===== config.mk =====
export PLATFORM = sky130hd
export DESIGN_NAME = first_fit_allocator_with_eviction
export DESIGN_NICKNAME = d
export VERILOG_FILES = /design/src/design/ffa_pkg.sv /design/src/design/ffa_datapath.sv /design/src/design/ffa_ctrl.sv /design/src/design/first_fit_allocator_with_eviction.sv
export VERILOG_INCLUDE_DIRS = /design/src /design/src/design
export SDC_FILE = /design/constraint.sdc
export NUM_CORES = 2
export LEC_CHECK = 0
export BUFFER_PORTS_ARGS = -buffer_cell sky130_fd_sc_hd__buf_2
export CORE_MARGIN = 3
export CORE_UTILIZATION = 50
export CTS_BUF_LIST = sky130_fd_sc_hd__clkbuf_4
export DETAILED_ROUTE_END_ITERATION = 6
export GPL_ROUTABILITY_DRIVEN = 0
export PLACE_DENSITY = 0.65
export SLEW_MARGIN = 20
export SYNTH_ARGS = -nofsm -noshare
export SYNTH_HDL_FRONTEND = slang
export SYNTH_HIERARCHICAL = 1
export SYNTH_SLANG_ARGS = --single-unit
export TNS_END_PERCENT = 5

===== constraint.sdc =====
create_clock -name i_clk -period 20.7 [get_ports i_clk]
set_input_delay 1.035 -clock i_clk [delete_from_list [all_inputs] [get_ports i_clk]]
set_output_delay 1.035 -clock i_clk [all_outputs]
set_load 0.05 [all_outputs]

===== src/design/first_fit_allocator_with_eviction_assert.svh =====
// Assertion macros shared by the allocator RTL.
// Depends on nothing; included by the modules that check their own logic.
`ifndef FIRST_FIT_ALLOCATOR_WITH_EVICTION_ASSERT_SVH
`define FIRST_FIT_ALLOCATOR_WITH_EVICTION_ASSERT_SVH

// Plain property that must hold at every clock edge out of reset.
`define FFA_ASSERT(lbl, clk, rst_n, prop, msg) \
    lbl: assert property (@(posedge clk) disable iff (!rst_n) (prop)) else $error(msg);

// Same-cycle implication.
`define FFA_ASSERT_IMP(lbl, clk, rst_n, ante, cons, msg) \
    lbl: assert property (@(posedge clk) disable iff (!rst_n) (ante) |-> (cons)) \
        else $error(msg);

`endif


===== src/design/ffa_pkg.sv =====
// Shared types and codes for the first-fit allocator.
// No dependencies; imported by the controller, datapath and top level.
package ffa_pkg;

    localparam logic [1:0] CMD_PLACE  = 2'd0;
    localparam logic [1:0] CMD_REMOVE = 2'd1;
    localparam logic [1:0] CMD_TICK   = 2'd2;

    localparam logic [2:0] ST_PLACED   = 3'd0;
    localparam logic [2:0] ST_RESIDENT = 3'd1;
    localparam logic [2:0] ST_REMOVED  = 3'd2;
    localparam logic [2:0] ST_NOTFOUND = 3'd3;
    localparam logic [2:0] ST_TOOBIG   = 3'd4;
    localparam logic [2:0] ST_FULL     = 3'd5;
    localparam logic [2:0] ST_TICKED   = 3'd6;

    localparam logic [15:0] RESET_TOTAL = 16'd1024;

    // datapath operations
    localparam logic [4:0] OP_NOP        = 5'd0;
    localparam logic [4:0] OP_ACCEPT     = 5'd1;
    localparam logic [4:0] OP_RD_IDX     = 5'd2;
    localparam logic [4:0] OP_IDX_INC    = 5'd3;
    localparam logic [4:0] OP_IDX_CLR    = 5'd4;
    localparam logic [4:0] OP_TAKE_HIT   = 5'd5;
    localparam logic [4:0] OP_BEST       = 5'd6;
    localparam logic [4:0] OP_TICK       = 5'd7;
    localparam logic [4:0] OP_TAKE_BEST  = 5'd8;
    localparam logic [4:0] OP_FREE0      = 5'd9;
    localparam logic [4:0] OP_RD_NEXT    = 5'd10;
    localparam logic [4:0] OP_MERGE_NEXT = 5'd11;
    localparam logic [4:0] OP_RD_PREV    = 5'd12;
    localparam logic [4:0] OP_MERGE_PREV = 5'd13;
    localparam logic [4:0] OP_WR_CUR     = 5'd14;
    localparam logic [4:0] OP_DEL_RD     = 5'd15;
    localparam logic [4:0] OP_DEL_WR     = 5'd16;
    localparam logic [4:0] OP_DEL_FIN    = 5'd17;
    localparam logic [4:0] OP_INS_START  = 5'd18;
    localparam logic [4:0] OP_INS_RD     = 5'd19;
    localparam logic [4:0] OP_INS_WR     = 5'd20;
    localparam logic [4:0] OP_INS_FIN    = 5'd21;
    localparam logic [4:0] OP_PL_WR      = 5'd22;
    localparam logic [4:0] OP_EMIT       = 5'd23;

    typedef struct packed {
        logic [4:0] op;
        logic [2:0] st;
        logic       ev;
    } t_ffa_ctl;

    typedef struct packed {
        logic [1:0] cmd;
        logic       init_pend;
        logic       owned_hit;
        logic       fit_hit;
        logic       rd_hole;
        logic       idx_last;
        logic       bad_size;
        logic       best_v;
        logic       has_next;
        logic       pos_zero;
        logic       del_more;
        logic       ins_more;
        logic       split;
        logic       full;
        logic       out_free;
    } t_ffa_sts;

endpackage


===== src/design/ffa_datapath.sv =====
// Segment table memory, counters, request and result registers.
// Depends on ffa_pkg and the assertion macro header.
`include "first_fit_allocator_with_eviction_assert.svh"

module ffa_datapath import ffa_pkg::*; #(
    parameter int MAX_SEGS = 32,
    parameter int AGE_BITS = 32
) (
    input  logic                 i_clk,
    input  logic                 i_rst_n,
    input  logic [1:0]           i_cmd,
    input  logic [15:0]          i_process_id,
    input  logic [15:0]          i_req_size,
    input  logic                 i_cfg_we,
    input  logic [15:0]          i_cfg_data,
    input  logic                 i_out_stall,
    input  t_ffa_ctl             i_ctl,
    output t_ffa_sts             o_sts,
    output logic                 o_out_valid,
    output logic                 o_evicted_valid,
    output logic [15:0]          o_evicted_id,
    output logic [2:0]           o_status,
    output logic                 o_last,
    output logic [5:0]           o_proc_count,
    output logic [5:0]           o_hole_count,
    output logic [15:0]          o_used_memory
);

    localparam int IW  = $clog2(MAX_SEGS);
    localparam int CW  = $clog2(MAX_SEGS + 1);
    localparam int CW1 = CW + 1;
    localparam logic [AGE_BITS-1:0] AGE_MAX = {AGE_BITS{1'b1}};

    logic [16:0]         m_own [MAX_SEGS];
    logic [15:0]         m_len [MAX_SEGS];
    logic [AGE_BITS-1:0] m_age [MAX_SEGS];

    logic [16:0]         r_rd_own;
    logic [15:0]         r_rd_len;
    logic [AGE_BITS-1:0] r_rd_age;

    logic [15:0]   r_total;
    logic [CW-1:0] r_cnt, r_res, r_holes;
    logic [15:0]   r_occ;
    logic          r_init;
    logic [1:0]    r_cmd;
    logic [15:0]   r_id, r_size;
    logic [IW-1:0] r_idx, r_pos, r_j;
    logic [16:0]   r_cur_own;
    logic [15:0]   r_cur_len;
    logic          r_bv;
    logic [IW-1:0] r_bidx;
    logic [15:0]   r_blen, r_bid;
    logic [AGE_BITS-1:0] r_bage;

    logic          r_o_v, r_o_ev, r_o_last;
    logic [15:0]   r_o_id, r_o_used;
    logic [2:0]    r_o_st;
    logic [5:0]    r_o_pc, r_o_hc;

    logic                rd_en, wr_en, better, out_free, cfg_ok;
    logic [IW-1:0]       rd_addr, wr_addr;
    logic [16:0]         wr_own;
    logic [15:0]         wr_len;
    logic [AGE_BITS-1:0] wr_age;

    assign cfg_ok   = i_cfg_we && (i_cfg_data != 16'd0);
    assign out_free = !r_o_v || !i_out_stall;
    assign better   = r_rd_own[16] && (!r_bv || (r_rd_len > r_blen) ||
                      ((r_rd_len == r_blen) && (r_rd_age > r_bage)));

    always_comb begin
        o_sts.cmd       = r_cmd;
        o_sts.init_pend = r_init;
        o_sts.owned_hit = (r_rd_own == {1'b1, r_id});
        o_sts.rd_hole   = !r_rd_own[16];
        o_sts.fit_hit   = !r_rd_own[16] && (r_rd_len >= r_size);
        o_sts.idx_last  = (CW1'(r_idx) + CW1'(1)) == CW1'(r_cnt);
        o_sts.bad_size  = (r_size == 16'd0) || (r_size > r_total);
        o_sts.best_v    = r_bv;
        o_sts.has_next  = (CW1'(r_pos) + CW1'(1)) < CW1'(r_cnt);
        o_sts.pos_zero  = (r_pos == '0);
        o_sts.del_more  = (CW1'(r_j) + CW1'(1)) < CW1'(r_cnt);
        o_sts.ins_more  = CW1'(r_j) > (CW1'(r_pos) + CW1'(1));
        o_sts.split     = r_cur_len > r_size;
        o_sts.full      = r_cnt >= CW'(MAX_SEGS);
        o_sts.out_free  = out_free;
    end

    always_comb begin
        rd_en   = 1'b1;
        rd_addr = r_idx;
        case (i_ctl.op)
            OP_RD_IDX:  rd_addr = r_idx;
            OP_RD_NEXT: rd_addr = r_pos + IW'(1);
            OP_RD_PREV: rd_addr = r_pos - IW'(1);
            OP_DEL_RD:  rd_addr = r_j + IW'(1);
            OP_INS_RD:  rd_addr = r_j - IW'(1);
            default:    rd_en   = 1'b0;
        endcase
    end

    always_comb begin
        wr_en   = 1'b1;
        wr_addr = r_pos;
        wr_own  = 17'd0;
        wr_len  = r_cur_len;
        wr_age  = '0;
        if (r_init || cfg_ok) begin
            wr_addr = '0;
            wr_len  = cfg_ok ? i_cfg_data : r_total;
        end else begin
            case (i_ctl.op)
                OP_TICK: begin
                    wr_en   = r_rd_own[16] && (r_rd_age != AGE_MAX);
                    wr_addr = r_idx;
                    wr_own  = r_rd_own;
                    wr_len  = r_rd_len;
                    wr_age  = r_rd_age + AGE_BITS'(1);
                end
                OP_WR_CUR: wr_own = r_cur_own;
                OP_MERGE_PREV: begin
                    wr_addr = r_pos - IW'(1);
                    wr_len  = r_rd_len + r_cur_len;
                end
                OP_DEL_WR, OP_INS_WR: begin
                    wr_addr = r_j;
                    wr_own  = r_rd_own;
                    wr_len  = r_rd_len;
                    wr_age  = r_rd_age;
                end
                OP_INS_FIN: begin
                    wr_addr = r_pos + IW'(1);
                    wr_len  = r_cur_len - r_size;
                end
                OP_PL_WR: begin
                    wr_own = {1'b1, r_id};
                    wr_len = r_size;
                end
                default: wr_en = 1'b0;
            endcase
        end
    end

    always_ff @(posedge i_clk) begin
        if (wr_en) begin
            m_own[wr_addr] <= wr_own;
            m_len[wr_addr] <= wr_len;
            m_age[wr_addr] <= wr_age;
        end
        if (rd_en) begin
            r_rd_own <= m_own[rd_addr];
            r_rd_len <= m_len[rd_addr];
            r_rd_age <= m_age[rd_addr];
        end
    end

    always_ff @(posedge i_clk) begin
        if (!i_rst_n) begin
            r_total  <= RESET_TOTAL;
            r_cnt    <= CW'(1);
            r_res    <= '0;
            r_holes  <= CW'(1);
            r_occ    <= '0;
            r_init   <= 1'b1;
            r_o_v    <= 1'b0;
            r_bv     <= 1'b0;
        end else begin
            r_init <= 1'b0;
            if (r_o_v && !i_out_stall) begin
                r_o_v <= 1'b0;
            end
            if (cfg_ok) begin
                r_total <= i_cfg_data;
                r_cnt   <= CW'(1);
                r_res   <= '0;
                r_holes <= CW'(1);
                r_occ   <= '0;
            end else begin
                case (i_ctl.op)
                    OP_ACCEPT: begin
                        r_cmd  <= i_cmd;
                        r_id   <= i_process_id;
                        r_size <= i_req_size;
                        r_idx  <= '0;
                    end
                    OP_IDX_INC, OP_TICK: r_idx <= r_idx + IW'(1);
                    OP_IDX_CLR: begin
                        r_idx <= '0;
                        r_bv  <= 1'b0;
                    end
                    OP_TAKE_HIT: begin
                        r_pos     <= r_idx;
                        r_cur_own <= r_rd_own;
                        r_cur_len <= r_rd_len;
                    end
                    OP_BEST: begin
                        if (better) begin
                            r_bv   <= 1'b1;
                            r_bidx <= r_idx;
                            r_blen <= r_rd_len;
                            r_bage <= r_rd_age;
                            r_bid  <= r_rd_own[15:0];
                        end
                        r_idx <= r_idx + IW'(1);
                    end
                    OP_TAKE_BEST: begin
                        r_pos     <= r_bidx;
                        r_cur_own <= {1'b1, r_bid};
                        r_cur_len <= r_blen;
                    end
                    OP_FREE0: begin
                        r_cur_own <= 17'd0;
                        r_res     <= r_res - CW'(1);
                        r_holes   <= r_holes + CW'(1);
                        r_occ     <= r_occ - r_cur_len;
                    end
                    OP_MERGE_NEXT: begin
                        r_cur_len <= r_cur_len + r_rd_len;
                        r_j       <= r_pos + IW'(1);
                        r_holes   <= r_holes - CW'(1);
                    end
                    OP_MERGE_PREV: begin
                        r_j     <= r_pos;
                        r_holes <= r_holes - CW'(1);
                    end
                    OP_DEL_WR:    r_j   <= r_j + IW'(1);
                    OP_DEL_FIN:   r_cnt <= r_cnt - CW'(1);
                    OP_INS_START: r_j   <= r_cnt[IW-1:0];
                    OP_INS_WR:    r_j   <= r_j - IW'(1);
                    OP_INS_FIN:   r_cnt <= r_cnt + CW'(1);
                    OP_PL_WR: begin
                        r_res <= r_res + CW'(1);
                        r_occ <= r_occ + r_size;
                        if (r_cur_len == r_size) begin
                            r_holes <= r_holes - CW'(1);
                        end
                    end
                    OP_EMIT: begin
                        r_idx    <= '0;
                        r_o_v    <= 1'b1;
                        r_o_ev   <= i_ctl.ev;
                        r_o_id   <= i_ctl.ev ? r_bid : 16'd0;
                        r_o_st   <= i_ctl.st;
                        r_o_last <= !i_ctl.ev;
                        r_o_pc   <= 6'(r_res);
                        r_o_hc   <= 6'(r_holes);
                        r_o_used <= r_occ;
                    end
                    default: ;
                endcase
            end
        end
    end

    assign o_out_valid     = r_o_v;
    assign o_evicted_valid = r_o_ev;
    assign o_evicted_id    = r_o_id;
    assign o_status        = r_o_st;
    assign o_last          = r_o_last;
    assign o_proc_count    = r_o_pc;
    assign o_hole_count    = r_o_hc;
    assign o_used_memory   = r_o_used;

    `FFA_ASSERT(a_cnt_range, i_clk, i_rst_n, (r_cnt != '0) && (r_cnt <= CW'(MAX_SEGS)), "segment count out of range")
    `FFA_ASSERT(a_kinds_fit, i_clk, i_rst_n, (CW1'(r_res) + CW1'(r_holes)) <= CW1'(r_cnt), "holes plus blocks exceed segments")
    `FFA_ASSERT_IMP(a_emit_free, i_clk, i_rst_n, i_ctl.op == OP_EMIT, out_free, "result loaded over a waiting one")
    `FFA_ASSERT_IMP(a_last_plain, i_clk, i_rst_n, r_o_v && r_o_last, !r_o_ev, "final result flagged as eviction")

endmodule


===== src/design/ffa_ctrl.sv =====
// Sequencer for the allocator: scans, eviction loop, merge and split moves.
// Depends on ffa_pkg; drives ffa_datapath through t_ffa_ctl.
module ffa_ctrl import ffa_pkg::*; (
    input  logic       i_clk,
    input  logic       i_rst_n,
    input  logic       i_in_valid,
    input  logic [1:0] i_cmd,
    input  t_ffa_sts   i_sts,
    output logic       o_in_stall,
    output t_ffa_ctl   o_ctl
);

    localparam logic [4:0] S_IDLE   = 5'd0;
    localparam logic [4:0] S_F_RD   = 5'd1;
    localparam logic [4:0] S_F_EV   = 5'd2;
    localparam logic [4:0] S_FF_RD  = 5'd3;
    localparam logic [4:0] S_FF_EV  = 5'd4;
    localparam logic [4:0] S_V_RD   = 5'd5;
    localparam logic [4:0] S_V_EV   = 5'd6;
    localparam logic [4:0] S_V_DEC  = 5'd7;
    localparam logic [4:0] S_T_RD   = 5'd8;
    localparam logic [4:0] S_T_EV   = 5'd9;
    localparam logic [4:0] S_FR0    = 5'd10;
    localparam logic [4:0] S_FR1_RD = 5'd11;
    localparam logic [4:0] S_FR1_EV = 5'd12;
    localparam logic [4:0] S_FR2    = 5'd13;
    localparam logic [4:0] S_FR3_EV = 5'd14;
    localparam logic [4:0] S_DEL    = 5'd15;
    localparam logic [4:0] S_DEL_WR = 5'd16;
    localparam logic [4:0] S_PLACE  = 5'd17;
    localparam logic [4:0] S_INS    = 5'd18;
    localparam logic [4:0] S_INS_WR = 5'd19;
    localparam logic [4:0] S_PL     = 5'd20;
    localparam logic [4:0] S_EMIT   = 5'd21;

    logic [4:0] r_state, n_state;
    logic [2:0] r_est, n_est;
    logic       r_eev, n_eev;
    logic       r_ret, n_ret;
    logic       r_evict, n_evict;

    assign o_in_stall = (r_state != S_IDLE) || i_sts.init_pend;

    always_comb begin
        n_state  = r_state;
        n_est    = r_est;
        n_eev    = r_eev;
        n_ret    = r_ret;
        n_evict  = r_evict;
        o_ctl.op = OP_NOP;
        o_ctl.st = r_est;
        o_ctl.ev = r_eev;
        case (r_state)
            S_IDLE: begin
                if (i_in_valid && !o_in_stall) begin
                    o_ctl.op = OP_ACCEPT;
                    n_eev    = 1'b0;
                    if (i_cmd inside {CMD_PLACE, CMD_REMOVE}) begin
                        n_state = S_F_RD;
                    end else if (i_cmd == CMD_TICK) begin
                        n_state = S_T_RD;
                    end
                end
            end
            S_F_RD: begin
                o_ctl.op = OP_RD_IDX;
                n_state  = S_F_EV;
            end
            S_F_EV: begin
                if (i_sts.owned_hit) begin
                    if (i_sts.cmd == CMD_PLACE) begin
                        n_est   = ST_RESIDENT;
                        n_state = S_EMIT;
                    end else begin
                        o_ctl.op = OP_TAKE_HIT;
                        n_evict  = 1'b0;
                        n_state  = S_FR0;
                    end
                end else if (i_sts.idx_last) begin
                    if (i_sts.cmd == CMD_REMOVE) begin
                        n_est   = ST_NOTFOUND;
                        n_state = S_EMIT;
                    end else if (i_sts.bad_size) begin
                        n_est   = ST_TOOBIG;
                        n_state = S_EMIT;
                    end else begin
                        o_ctl.op = OP_IDX_CLR;
                        n_state  = S_FF_RD;
                    end
                end else begin
                    o_ctl.op = OP_IDX_INC;
                    n_state  = S_F_RD;
                end
            end
            S_FF_RD: begin
                o_ctl.op = OP_RD_IDX;
                n_state  = S_FF_EV;
            end
            S_FF_EV: begin
                if (i_sts.fit_hit) begin
                    o_ctl.op = OP_TAKE_HIT;
                    n_state  = S_PLACE;
                end else if (i_sts.idx_last) begin
                    o_ctl.op = OP_IDX_CLR;
                    n_state  = S_V_RD;
                end else begin
                    o_ctl.op = OP_IDX_INC;
                    n_state  = S_FF_RD;
                end
            end
            S_V_RD: begin
                o_ctl.op = OP_RD_IDX;
                n_state  = S_V_EV;
            end
            S_V_EV: begin
                o_ctl.op = OP_BEST;
                n_state  = i_sts.idx_last ? S_V_DEC : S_V_RD;
            end
            S_V_DEC: begin
                if (i_sts.best_v) begin
                    o_ctl.op = OP_TAKE_BEST;
                    n_evict  = 1'b1;
                    n_state  = S_FR0;
                end else begin
                    n_est   = ST_TOOBIG;
                    n_state = S_EMIT;
                end
            end
            S_T_RD: begin
                o_ctl.op = OP_RD_IDX;
                n_state  = S_T_EV;
            end
            S_T_EV: begin
                o_ctl.op = OP_TICK;
                if (i_sts.idx_last) begin
                    n_est   = ST_TICKED;
                    n_state = S_EMIT;
                end else begin
                    n_state = S_T_RD;
                end
            end
            S_FR0: begin
                o_ctl.op = OP_FREE0;
                n_state  = i_sts.has_next ? S_FR1_RD : S_FR2;
            end
            S_FR1_RD: begin
                o_ctl.op = OP_RD_NEXT;
                n_state  = S_FR1_EV;
            end
            S_FR1_EV: begin
                if (i_sts.rd_hole) begin
                    o_ctl.op = OP_MERGE_NEXT;
                    n_ret    = 1'b0;
                    n_state  = S_DEL;
                end else begin
                    n_state = S_FR2;
                end
            end
            S_FR2: begin
                if (i_sts.pos_zero) begin
                    o_ctl.op = OP_WR_CUR;
                    n_est    = r_evict ? ST_PLACED : ST_REMOVED;
                    n_eev    = r_evict;
                    n_state  = S_EMIT;
                end else begin
                    o_ctl.op = OP_RD_PREV;
                    n_state  = S_FR3_EV;
                end
            end
            S_FR3_EV: begin
                n_est = r_evict ? ST_PLACED : ST_REMOVED;
                n_eev = r_evict;
                if (i_sts.rd_hole) begin
                    o_ctl.op = OP_MERGE_PREV;
                    n_ret    = 1'b1;
                    n_state  = S_DEL;
                end else begin
                    o_ctl.op = OP_WR_CUR;
                    n_state  = S_EMIT;
                end
            end
            S_DEL: begin
                if (i_sts.del_more) begin
                    o_ctl.op = OP_DEL_RD;
                    n_state  = S_DEL_WR;
                end else begin
                    o_ctl.op = OP_DEL_FIN;
                    n_state  = r_ret ? S_EMIT : S_FR2;
                end
            end
            S_DEL_WR: begin
                o_ctl.op = OP_DEL_WR;
                n_state  = S_DEL;
            end
            S_PLACE: begin
                if (i_sts.split) begin
                    if (i_sts.full) begin
                        n_est   = ST_FULL;
                        n_state = S_EMIT;
                    end else begin
                        o_ctl.op = OP_INS_START;
                        n_state  = S_INS;
                    end
                end else begin
                    o_ctl.op = OP_PL_WR;
                    n_est    = ST_PLACED;
                    n_state  = S_EMIT;
                end
            end
            S_INS: begin
                if (i_sts.ins_more) begin
                    o_ctl.op = OP_INS_RD;
                    n_state  = S_INS_WR;
                end else begin
                    o_ctl.op = OP_INS_FIN;
                    n_state  = S_PL;
                end
            end
            S_INS_WR: begin
                o_ctl.op = OP_INS_WR;
                n_state  = S_INS;
            end
            S_PL: begin
                o_ctl.op = OP_PL_WR;
                n_est    = ST_PLACED;
                n_state  = S_EMIT;
            end
            S_EMIT: begin
                if (i_sts.out_free) begin
                    o_ctl.op = OP_EMIT;
                    n_eev    = 1'b0;
                    n_state  = r_eev ? S_FF_RD : S_IDLE;
                end
            end
            default: n_state = S_IDLE;
        endcase
    end

    always_ff @(posedge i_clk) begin
        if (!i_rst_n) begin
            r_state <= S_IDLE;
            r_est   <= ST_PLACED;
            r_eev   <= 1'b0;
            r_ret   <= 1'b0;
            r_evict <= 1'b0;
        end else begin
            r_state <= n_state;
            r_est   <= n_est;
            r_eev   <= n_eev;
            r_ret   <= n_ret;
            r_evict <= n_evict;
        end
    end

endmodule


===== src/design/first_fit_allocator_with_eviction.sv =====
// Table entries are scanned one at a time, each read and then evaluated; after each
// eviction the block scans the table again for a first fit.
// Throughput: one request at a time; the result register frees the input early.
// Reset (synchronous, active low) restores a 1024-unit hole; after it, entry zero
// is written while requests are held off.
module first_fit_allocator_with_eviction import ffa_pkg::*; #(
    parameter int MAX_SEGS = 32,
    parameter int AGE_BITS = 32
) (
    input  logic        i_clk,
    input  logic        i_rst_n,
    input  logic        i_in_valid,
    output logic        o_in_stall,
    input  logic [1:0]  i_cmd,
    input  logic [15:0] i_process_id,
    input  logic [15:0] i_req_size,
    input  logic        i_cfg_we,
    input  logic [15:0] i_cfg_data,
    output logic        o_out_valid,
    input  logic        i_out_stall,
    output logic        o_evicted_valid,
    output logic [15:0] o_evicted_id,
    output logic [2:0]  o_status,
    output logic        o_last,
    output logic [5:0]  o_proc_count,
    output logic [5:0]  o_hole_count,
    output logic [15:0] o_used_memory
);

    // command from the sequencer, flags back from the table
    t_ffa_ctl ctl;
    t_ffa_sts sts;

    // Sequencer: decide scan, evict, merge and split moves per cycle.
    ffa_ctrl u_ctrl (
        .i_clk      (i_clk),
        .i_rst_n    (i_rst_n),
        .i_in_valid (i_in_valid),
        .i_cmd      (i_cmd),
        .i_sts      (sts),
        .o_in_stall (o_in_stall),
        .o_ctl      (ctl)
    );

    // Datapath: hold the table, counts and the result register.
    ffa_datapath #(
        .MAX_SEGS (MAX_SEGS),
        .AGE_BITS (AGE_BITS)
    ) u_dp (
        .i_clk           (i_clk),
        .i_rst_n         (i_rst_n),
        .i_cmd           (i_cmd),
        .i_process_id    (i_process_id),
        .i_req_size      (i_req_size),
        .i_cfg_we        (i_cfg_we),
        .i_cfg_data      (i_cfg_data),
        .i_out_stall     (i_out_stall),
        .i_ctl           (ctl),
        .o_sts           (sts),
        .o_out_valid     (o_out_valid),
        .o_evicted_valid (o_evicted_valid),
        .o_evicted_id    (o_evicted_id),
        .o_status        (o_status),
        .o_last          (o_last),
        .o_proc_count    (o_proc_count),
        .o_hole_count    (o_hole_count),
        .o_used_memory   (o_used_memory)
    );

endmodule


==> run summary <==
Nets: 8,421
Buf/Inv on CP: 5
critical path launch point type: register
Setup TNS: 0 ns
largest net degree at the start of global routing: 162
Hold WC Path Type: input port to register
htree depth: 6
DRT iter0 DRCs: 8,089
io pins: 106
status: finished, final reports clean
num rows: 165
Post-synth EDFFs: 2,345
pwr/cell area: 85.3 mW/mm2
number of global-route vias before repair: 66,300
most frequent cells in the layout: edfxtp_1 (2,345), nand2_1 (1,750), clkbuf_4 (870)
WHS Endpoint: u_dp/r_total[3]$_SDFF_PN0_
Reg clk slew, reported paths: 0.07 ns
sequential power share: 55.4%
r2r endpoint: u_dp/r_rd_age[23]$_DFFE_PP_
RSZ-0062 raised after global routing: false
Die Span Y: 459 um
setup ws final: 10.68 ns
hold depth: 3
NetSw: 2.20 mW
vias post-DR: 68,100
routed len/inst: 25.1 um
final count of hold timing violations: 0
Detail Placement HPWL: 142 mm
Mapped Cells: 7,690
Tmin final: 10.02 ns
Synth-to-Final Area Change: 12.0%
Clk pwr share: 40.5%
final period utilization: 48.4%
Post-Route Skew: 0.103 ns
drt pass-1 iters: 7
R2R Path Start: u_dp/r_cur_len[0]$_DFFE_PP_
vias per cell: 6.03
initial antenna violation count: 4
Netlist cell types: 89
CP Data Required Time: 21.85 ns
Num CTS Buffers: 617
top_reg_cell synth: edfxtp_1
slowest library cell on the worst path: a221o_4
Die X-Extent: 459 um
CP delay by family, top: compound AO/OA/AOI/OAI gates
first-pass GRT wire length: 420 mm
Starting Density: 50.5%
fmax: 0.0998 GHz
Avg Synthesized Cell Area: 13.3 um2
CP arrival: 11.17 ns
Final setup viols: 0
CP peak stage delay: 0.90 ns
Leak Pwr: 41.9 nW
synthesized area: 0.102 mm2
layout cells sized above 1: 16.9%
Syn. warnings: 6
Max-Cap Viols: 0
Antenna Nets Post-Route: 0
critical path class: register to register
Root Buffer: clkbuf_4
crit path capture type: register
commonest non-fill, non-tap cell in the layout: edfxtp_1
register-to-register setup slack: 10.68 ns
dpl ws: 10.89 ns
Die ar.: 0.210 mm2
Int Pwr: 7.59 mW
worst skew pair latency: 1.43 ns
switching portion of total power: 22.5%
Slew HR: 24.2%
flop and latch count out of synthesis: 2,409
PostCTS Resize Cnt: 0
Syn Nets: 7,911
Combinational Power Share: 4.2%
CTS tree: yes
number of I/O port buffers: 105
actual slew at the worst max-slew pin: 1.14 ns
sequential fraction of the synthesis area: 70.0%
Sink Count: 2,409
fin. max-slew vios: 0
CP Max Fanout: 158
VDD IR max: 0.0000624 V
clk buf depth: 4
core box area: 0.203 mm2
grt ovf: 0
Hold Crit Start: i_cfg_we
Routed WL: 284 mm
post-synthesis async set-or-reset flop share: 0%
DRC Markers: 0
gr usage total: 26.5%
R2R depth: 27
[logic make-up after synthesis]
kind of cell | count (synthesis) | share of synthesized area (%)
AO/OA/AOI/OAI | 978 | 7.19
XOR/XNOR | 109 | 0.932
adder cells (fa/ha/maj) | 167 | 2.08
buffers and inverters | 604 | 2.51
flip-flops | 2409 | 70.0
multiplexers | 344 | 4.15
AND/OR/NAND/NOR | 3079 | 13.1
[layer usage]
layer / routed length [um] / track usage (%) / up-vias
met5: 13 / 0 / -
met4: 8540 / 9.81 / 2
met3: 27000 / 4.78 / 588
met2: 135000 / 43.0 / 3625
met1: 113000 / 36.1 / 33600
li1: - / - / 30300
[through the flow]
stage	utilization, %	cell area [um2]	hold WS [ns]	std cells	power [mW]
finish	56.5	115000	0.194	11300	9.79
global placement	52.5	107000	0.422	10200	5.91
floorplan	-	102000	0.408	7690	5.76
global route	56.5	115000	0.0851	11300	10.2
CTS	56.5	115000	0.00614	11300	9.88
detailed placement	52.5	107000	0.428	10200	5.92
[how the worst max path moves through the flow]
stage                                 from                                 end  slack, ns  cells after the start
6_report       u_dp/r_cur_len[0]$_DFFE_PP_         u_dp/r_rd_age[23]$_DFFE_PP_      10.68                     27
5_1_grt        u_dp/r_cur_len[0]$_DFFE_PP_         u_dp/r_rd_age[23]$_DFFE_PP_      10.13                     27
4_1_cts        u_dp/r_cur_len[0]$_DFFE_PP_         u_dp/r_rd_age[10]$_DFFE_PP_      10.84                     27
3_5_place_dp   u_dp/r_cur_len[0]$_DFFE_PP_         u_dp/r_rd_age[23]$_DFFE_PP_      10.89                     27
3_3_place_gp   u_dp/r_cur_len[0]$_DFFE_PP_         u_dp/r_rd_age[23]$_DFFE_PP_      11.03                     27
2_1_floorplan  u_dp/r_cur_len[0]$_DFFE_PP_  u_dp/o_evicted_id[0]$_SDFFCE_PN0P_      11.45                     21
[power by group through the flow]
| stage | combinational [mW] | clock, mW | sequential (mW) |
|---|---|---|---|
| 2_1_floorplan | 0.249 | 0 | 5.51 |
| 3_3_place_gp | 0.383 | 0 | 5.52 |
| 3_5_place_dp | 0.391 | 0 | 5.53 |
| 4_1_cts | 0.402 | 4.06 | 5.42 |
| 5_1_grt | 0.439 | 4.32 | 5.42 |
| 6_report | 0.407 | 3.96 | 5.42 |
[tightest hold or removal path, stage by stage]
cell and delay, ns:
buf_2 0.25, a21oi_1 0.17, nor2_1 0.08
[final cells by class]
cell class,instances,area (um2)
fill,16300,88200
sequential,2409,71700
multi-input combinational,4677,28900
clock buffer,870,6530
tap,2672,3340
timing repair buffer,363,2770
clock inverter,162,978
inverter,132,495
antenna,1,2.50
[timing repair]
item	4_1_cts	5_1_grt
setup buffers	0	0
hold endpoints to repair	56	0
hold buffers	58	0
endpoints found under the setup margin	0	0
[state kept, by name (all words and copies together) (netlist names), 17 cells and up]
register        cells
u_dp/m_age       1024
u_dp/m_len        512
u_dp/m_own        544
u_dp/r_bage        32
u_dp/r_cur_own     17
u_dp/r_rd_age      32
u_dp/r_rd_own      17
[cell usage after synthesis, drive strengths merged (26+ instances only)]
cell / instances / area share, %
a311oi: 155 / 1.3
a32o: 64 / 0.63
mux2i: 274 / 2.7
a211oi: 26 / 0.20
xnor2: 59 / 0.50
nand4: 35 / 0.21
nand2b: 40 / 0.25
a21oi: 142 / 0.70
nor2: 237 / 0.87
mux4: 64 / 1.4
buf: 215 / 1.1
clkbuf: 257 / 0.94
nand3: 701 / 3.4
inv: 130 / 0.48
a21o: 45 / 0.33
dfxtp: 64 / 1.3
edfxtp: 2345 / 69
a221oi: 81 / 0.98
nand2: 1754 / 6.4
o21ai: 142 / 0.70
nor3: 52 / 0.27
and3: 152 / 0.93
a31oi: 153 / 0.93
ha: 160 / 2.0
xor2: 50 / 0.43
Note: power is estimated with default switching activity, not from simulation.
